`src/adc_temperature_calibrator_macros.svh`:
```
// Assertion macros shared by the temperature calibrator modules.
`ifndef ADC_TEMPERATURE_CALIBRATOR_MACROS_SVH
`define ADC_TEMPERATURE_CALIBRATOR_MACROS_SVH

// Same-cycle implication, sampled on clk, off while rst_n is low.
`define ATC_ASSERT_IMP(label, ante, cons, msg) \
    label: assert property (@(posedge clk) disable iff (!rst_n) (ante) |-> (cons)) \
        else $error(msg);

// Next-cycle implication, sampled on clk, off while rst_n is low.
`define ATC_ASSERT_NXT(label, ante, cons, msg) \
    label: assert property (@(posedge clk) disable iff (!rst_n) (ante) |=> (cons)) \
        else $error(msg);

`endif

```
`src/atc_pkg.sv`:
```
// Shared types, constants and lookup function of the temperature calibrator.
package atc_pkg;

    localparam int STATUS_W = 8;
    localparam int CHAN_W   = 3;
    localparam int RAW_W    = 24;
    localparam int MAG_W    = 20;
    localparam int TEMP_W   = 40;
    localparam int COEFF_W  = 32;
    localparam int CFG_IDX_W = 3;

    localparam int STATUS_BUSY_BIT = 7;

    // Pipeline stages
    localparam int STAGES   = 6;
    localparam int ST_DIST  = 0;
    localparam int ST_MAG   = 1;
    localparam int ST_TEMP  = 2;
    localparam int ST_SQ    = 3;
    localparam int ST_TERM  = 4;
    localparam int ST_OUT   = 5;

    localparam logic [RAW_W-1:0] MIDSCALE = 24'h800000;

    // x / 10 for x < 2^26 as (x * RECIP10) >> 27
    localparam logic [23:0] RECIP10       = 24'hCCCCCD;
    localparam int          RECIP10_SHIFT = 27;
    localparam logic [MAG_W-1:0] MAG_BIAS = 20'd5;

    // x / 25 for x < 2^20 as (x * RECIP25) >> 25
    localparam logic [20:0] RECIP25       = 21'd1342178;
    localparam int          RECIP25_SHIFT = 25;
    localparam int          Q25_W         = 16;
    localparam logic [MAG_W-1:0] DIV25    = 20'd25;
    localparam int          FRAC_W        = 14;

    localparam int T_W   = 31;
    localparam int UX_W  = 30;
    localparam int SQ_W  = 2 * UX_W;
    localparam int LIN_W = COEFF_W + T_W;
    localparam int HI_W  = 20;
    localparam int LO_W  = 24;
    localparam int K2HI_W = COEFF_W + HI_W + 1;
    localparam int K2LO_W = COEFF_W + LO_W + 1;
    localparam int COEFF_FRAC = 24;
    localparam int BASE_W = 41;
    localparam int SUM_W  = 55;

    localparam logic signed [T_W-1:0] FIT_THRESH = 31'sd6553600;

    localparam logic signed [SUM_W-1:0]  SAT_MAX = 55'sd549755813887;
    localparam logic signed [SUM_W-1:0]  SAT_MIN = -55'sd549755813888;
    localparam logic signed [TEMP_W-1:0] TEMP_MAX = 40'sh7FFFFFFFFF;
    localparam logic signed [TEMP_W-1:0] TEMP_MIN = 40'sh8000000000;

    localparam logic signed [COEFF_W-1:0] COEFF_LINEAR_RST = 32'sd16777216;

    typedef enum logic [CFG_IDX_W-1:0] {
        CFG_FIT_ENABLE        = 3'd0,
        CFG_COEFF_SQUARE      = 3'd1,
        CFG_COEFF_LINEAR      = 3'd2,
        CFG_COEFF_OFFSET      = 3'd3,
        CFG_STREAM_CORRECTION = 3'd4,
        CFG_STREAM_CHANNEL    = 3'd5
    } cfg_idx_t;

    typedef struct packed {
        logic                      fit_enable;
        logic signed [COEFF_W-1:0] coeff_square;
        logic signed [COEFF_W-1:0] coeff_linear;
        logic signed [COEFF_W-1:0] coeff_offset;
        logic signed [COEFF_W-1:0] stream_correction;
        logic [CHAN_W-1:0]         stream_channel;
    } cfg_t;

    typedef logic [STAGES-1:0] stage_vec_t;

    typedef struct packed {
        stage_vec_t en;
        stage_vec_t vld;
    } pipe_ctl_t;

    // floor((r * 16384 + 12) / 25): fractional part of (mag * 65536 + 50) / 100
    function automatic logic [FRAC_W-1:0] frac_lut(input logic [4:0] r);
        logic [FRAC_W-1:0] f;
        case (r)
            5'd0:    f = 14'd0;
            5'd1:    f = 14'd655;
            5'd2:    f = 14'd1311;
            5'd3:    f = 14'd1966;
            5'd4:    f = 14'd2621;
            5'd5:    f = 14'd3277;
            5'd6:    f = 14'd3932;
            5'd7:    f = 14'd4588;
            5'd8:    f = 14'd5243;
            5'd9:    f = 14'd5898;
            5'd10:   f = 14'd6554;
            5'd11:   f = 14'd7209;
            5'd12:   f = 14'd7864;
            5'd13:   f = 14'd8520;
            5'd14:   f = 14'd9175;
            5'd15:   f = 14'd9830;
            5'd16:   f = 14'd10486;
            5'd17:   f = 14'd11141;
            5'd18:   f = 14'd11796;
            5'd19:   f = 14'd12452;
            5'd20:   f = 14'd13107;
            5'd21:   f = 14'd13763;
            5'd22:   f = 14'd14418;
            5'd23:   f = 14'd15073;
            5'd24:   f = 14'd15729;
            default: f = 14'd0;
        endcase
        return f;
    endfunction

endpackage

```
`src/atc_ctrl.sv`:
```
// Pipeline control: per-stage valid bits and advance enables.
`include "adc_temperature_calibrator_macros.svh"

module atc_ctrl (
    input  logic               clk,
    input  logic               rst_n,
    input  logic               in_valid,
    input  logic               in_drop,
    input  logic               out_ready,
    output logic               in_ready,
    output atc_pkg::pipe_ctl_t ctl
);
    import atc_pkg::*;

    stage_vec_t vld_reg;
    stage_vec_t vld_next;
    stage_vec_t en;

    // a stage advances when it is empty or its successor advances
    always_comb
    begin
        en[ST_OUT] = !vld_reg[ST_OUT] || out_ready;
        for (int k = STAGES - 2; k >= 0; k--)
        begin
            en[k] = !vld_reg[k] || en[k + 1];
        end
    end

    always_comb
    begin
        vld_next = vld_reg;
        if (en[ST_DIST])
        begin
            vld_next[ST_DIST] = in_valid && !in_drop;
        end
        for (int k = 1; k < STAGES; k++)
        begin
            if (en[k])
            begin
                vld_next[k] = vld_reg[k - 1];
            end
        end
    end

    always_ff @(posedge clk or negedge rst_n)
    begin
        if (!rst_n)
        begin
            vld_reg <= '0;
        end
        else
        begin
            vld_reg <= vld_next;
        end
    end

    assign in_ready = en[ST_DIST];
    assign ctl.en   = en;
    assign ctl.vld  = vld_reg;

    `ATC_ASSERT_NXT(a_out_hold, vld_reg[ST_OUT] && !out_ready, vld_reg[ST_OUT], "result word lost while stalled")
    `ATC_ASSERT_NXT(a_out_fill, vld_reg[ST_TERM] && en[ST_OUT], vld_reg[ST_OUT], "word lost entering output stage")
    `ATC_ASSERT_NXT(a_mid_hold, vld_reg[ST_TEMP] && !en[ST_SQ], vld_reg[ST_TEMP], "stalled stage dropped its word")

endmodule

```
`config.mk`:
```
export PLATFORM = sky130hd
export DESIGN_NAME = atc_ctrl
export DESIGN_NICKNAME = d
export VERILOG_FILES = /design/src/atc_pkg.sv /design/src/atc_ctrl.sv
export VERILOG_INCLUDE_DIRS = /design/src /design/src/src
export SDC_FILE = /design/constraint.sdc
export NUM_CORES = 1
export LEC_CHECK = 0
export BUFFER_PORTS_ARGS = -buffer_cell sky130_fd_sc_hd__buf_2
export CAP_MARGIN = 15
export CORE_AREA = 2 2 39 41
export CTS_BUF_LIST = sky130_fd_sc_hd__clkbuf_2
export DETAILED_ROUTE_END_ITERATION = 8
export DIE_AREA = 0 0 41 43
export GPL_ROUTABILITY_DRIVEN = 0
export SYNTH_ARGS = -nofsm -noshare
export SYNTH_HDL_FRONTEND = slang
export SYNTH_SLANG_ARGS = --single-unit
```
`constraint.sdc`:
```
create_clock -name clk -period 1.3 [get_ports clk]
set_input_delay 0.13 -clock clk [delete_from_list [all_inputs] [get_ports clk]]
set_output_delay 0.13 -clock clk [all_outputs]
set_load 0.01 [all_outputs]
```
==> Yosys cells after proc, flatten, opt, wreduce, memory -nomap -nowiden <==
Cells that the tools add are included.
{ "op_classes": {"reduce_logical": 14} }
{ "op_table": {"columns": ["cell", "n"], "rows": [
  ["1-bit logical NOT", 7],
  ["1-bit logical OR", 6],
  ["1-bit logical AND", 1]
]} }
{ "totals": {"reg_bits": 6, "output_inout_bits": 13, "elab_cells": 20} }

==> Logic depth before layout (Yosys ltp) <==
{ "depth": {"ltp_word": 7, "ltp_mapped": 4, "depth_no_buf": 3} }

==> Worst setup path after synthesis <==
Ideal clock, no wire load.
{ "synth_path": {"kind": "register to output", "from": "reg vld_reg[5]", "to": "out ctl[6] (netlist bit)", "arrival_ps": 1181, "t_required_ps": 1170, "slack_ps": -11, "stages_incl_launch_ff": 5, "n_path_buf": 1, "path_cell_list": "dfrtp_1 > and4b_2 > inv_2 > or2_1 > buf_4"} }
{ "synth_rtl": {"columns": ["item", "line_no", "source"], "rows": [
  ["from (decl)", "atc_ctrl.sv:15", "stage_vec_t vld_reg;"],
  ["from (signal assigned)", "atc_ctrl.sv:53", "vld_reg <= vld_next;"],
  ["to (decl)", "atc_ctrl.sv:11", "output atc_pkg::pipe_ctl_t ctl"]
]} }

==> flow_metrics.tcl <==
set metrics [dict create \
    status "finished with violations" \
    crit_path_start_kind "flip-flop" \
    clkPwrFrac 0.299 \
    gr-usage-all-layers 0.0869 \
    cts.sinks 6 \
    ys_types 13 \
    grt_start_max_net_pins 7 \
    multi_input_area_um2 88.8 \
    antenna_found_initial 0 \
    drive_gt1_frac 0.625 \
    drv_cap 0 \
    fin_crit_ps 1350 \
    worst_pin_slew_ps 149 \
    placed_cell_area_um2 367 \
    pwr-share-comb 0.202 \
    cell_internal_pwr_w 0.000311 \
    first_pass_iters 2 \
    ys.warnings.count 0 \
    layout_common_cells "buf_2, buf_4, dfrtp_1, nand2b_1" \
    r2r_cells 3 \
    max_freq_mhz 740 \
    grt_pass1_vias 229 \
    rsz0062_at_grt "yes" \
    ys_seq_elements 6 \
    root_buffer "clkbuf_2" \
    crit_cells 4 \
    htreeDepth 1 \
    syn-num-nets 27 \
    placementRows 14 \
    fin_crit_sh 1.04 \
    min_path_type "input pin to flip-flop" \
    die_w_um 41 \
    tritoncts "done" \
    worst_slack_ps -50.5 \
    hold_viol 0 \
    top_layer "met3" \
    crit_required_ps 1170 \
    cp_num_buf_inv 2 \
    crit_type "flip-flop to output port" \
    core_um2 1380 \
    setup_viol 3 \
    final_area_um2 440 \
    worstSkewPairLatency_ps 220 \
    max_slew_margin 0.900 \
    clkTransAtPathRegs_ps 60 \
    path_max_fanout 4 \
    diodes 0 \
    min_path_cells 2 \
    fillers 153 \
    drt-met1-wl_um 292 \
    io_pins 18 \
    vias 257 \
    cts.path.max_buffers 2 \
    start_util 0.182 \
    slew_violations 0 \
    power.leakage_nw 0.237 \
    endpoint_kind "output port" \
    dr.first_iter.drc_count 1 \
    dp_hpwl_um 470 \
    largest_reg_flops 6 \
    final_common_cell "buf_2" \
    violations "negative setup slack" \
    sw_frac_of_total 0.265 \
    critPathTopFamily "simple AND/OR/NAND/NOR gates" \
    drt-total-wl_um 678 \
    seq_power_share 0.499 \
    via_per_inst 4.02 \
    cp_cell_sequence "and4b_2, inv_2, or2_4, buf_6" \
    drcViolationCount 0 \
    wl_met3_um 73 \
    portBuffers 17 \
    syn_area_per_cell_um2 11.4 \
    post_drt_wl_per_cell_um 10.6 \
    fin_nets 55 \
    p_sw_w 0.000112 \
    synth_seq_area_share 0.597 \
    slowest_delay_ps 360 \
    slowest_stage "dfrtp_1" \
    finalClockSkew_ps 6.33 \
    crit_arrival_ps 1220 \
    powerDensity_nw_per_um2 959 \
    ir_drop_uv 261 \
    die_h_um 43 \
    dr_wl_met2_um 312 \
    netlist_area_um2 251 \
    syn_inst 22 \
    dieArea_um2 1760 \
    ant_nets 0 \
    seq_area_um2 150 \
    finalSetupTns_ps -113 \
    area_growth_pct 75.1 \
    grt_pass1_wl_um 952 \
    grt-ovfl-total 0 \
    cts_buffers 3 \
]
[cell families after synthesis]
family | count (synthesis) | synth area share
buffers and inverters | 3 | 0.0597
AOI/OAI and AO/OA | 3 | 0.0896
DFF | 6 | 0.597
and+or+nand+nor | 10 | 0.254
[area by class of cell]
cell class,count,area share
Tap cell,16,0.0455
Clock buffer,3,0.0341
Sequential cell,6,0.341
Timing Repair Buffer,24,0.361
Inverter,2,0.0170
Multi-Input combinational cell,13,0.202
[power groups by stage]
stage          Clock (W)  Combinational, W  Sequential [W]
3_5_place_dp           0         0.0000643        0.000216
3_3_place_gp           0         0.0000639        0.000215
5_1_grt         0.000143         0.0000946        0.000212
6_report        0.000126         0.0000853        0.000211
2_1_floorplan          0         0.0000196        0.000224
4_1_cts         0.000137         0.0000796        0.000211
[what timing repair did]
| action | 4_1_cts | 5_1_grt |
|---|---|---|
| gates cloned | 0 | 0 |
| pin swaps | 2 | 1 |
| buffers inserted | 3 | 1 |
| setup endpoints to repair | 4 | 5 |
| endpoints found under the hold margin | 6 | 0 |
| gates resized for setup | 2 | 1 |
| hold buffers | 1 | 0 |
[cells in the mapped netlist]
cell      count  area share
and4b_2       1       0.045
buf_4         1       0.030
o22ai_1       1       0.025
nand3b_1      1       0.030
a21o_1        1       0.030
nand3_1       2       0.040
or2_1         1       0.025
dfrtp_1       6        0.60
a31o_2        1       0.035
nand2b_1      4       0.099
nand2_1       1       0.015
inv_1         1       0.015
inv_2         1       0.015
[per-stage QoR]
stage / std cells / hold WS, ps / power (W) / worst slack [ps] / utilization
3_3_place_gp: 56 / -38.9 / 0.000279 / 131 / 0.265
6_report: 64 / 98.6 / 0.000423 / -50.5 / 0.318
3_5_place_dp: 56 / -37.4 / 0.000280 / 126 / 0.265
4_1_cts: 63 / 78.0 / 0.000427 / -69.3 / 0.308
5_1_grt: 64 / 90.0 / 0.000450 / -107 / 0.318
2_1_floorplan: 22 / -166 / 0.000243 / 9.18 / -
[path summary, 6_finish.rpt]
kind,startpoint,to,slack (ps)
min in group asynchronous,rst_n,vld_reg[5],260
max reg2reg,vld_reg[5],vld_reg[1],180
min reg2reg,vld_reg[4],vld_reg[5],500
max in group asynchronous,rst_n,vld_reg[1],890
min,in_drop,vld_reg[0],100
max,vld_reg[4],ctl[6],-50
[layer usage]
metal | up-vias | global-route usage
met3 | 0 | 0.0471
met2 | 12 | 0.113
li1 | 127 | -
met4 | 0 | 0.0600
met5 | - | 0
met1 | 118 | 0.105
(Power assumes the default switching activity.)
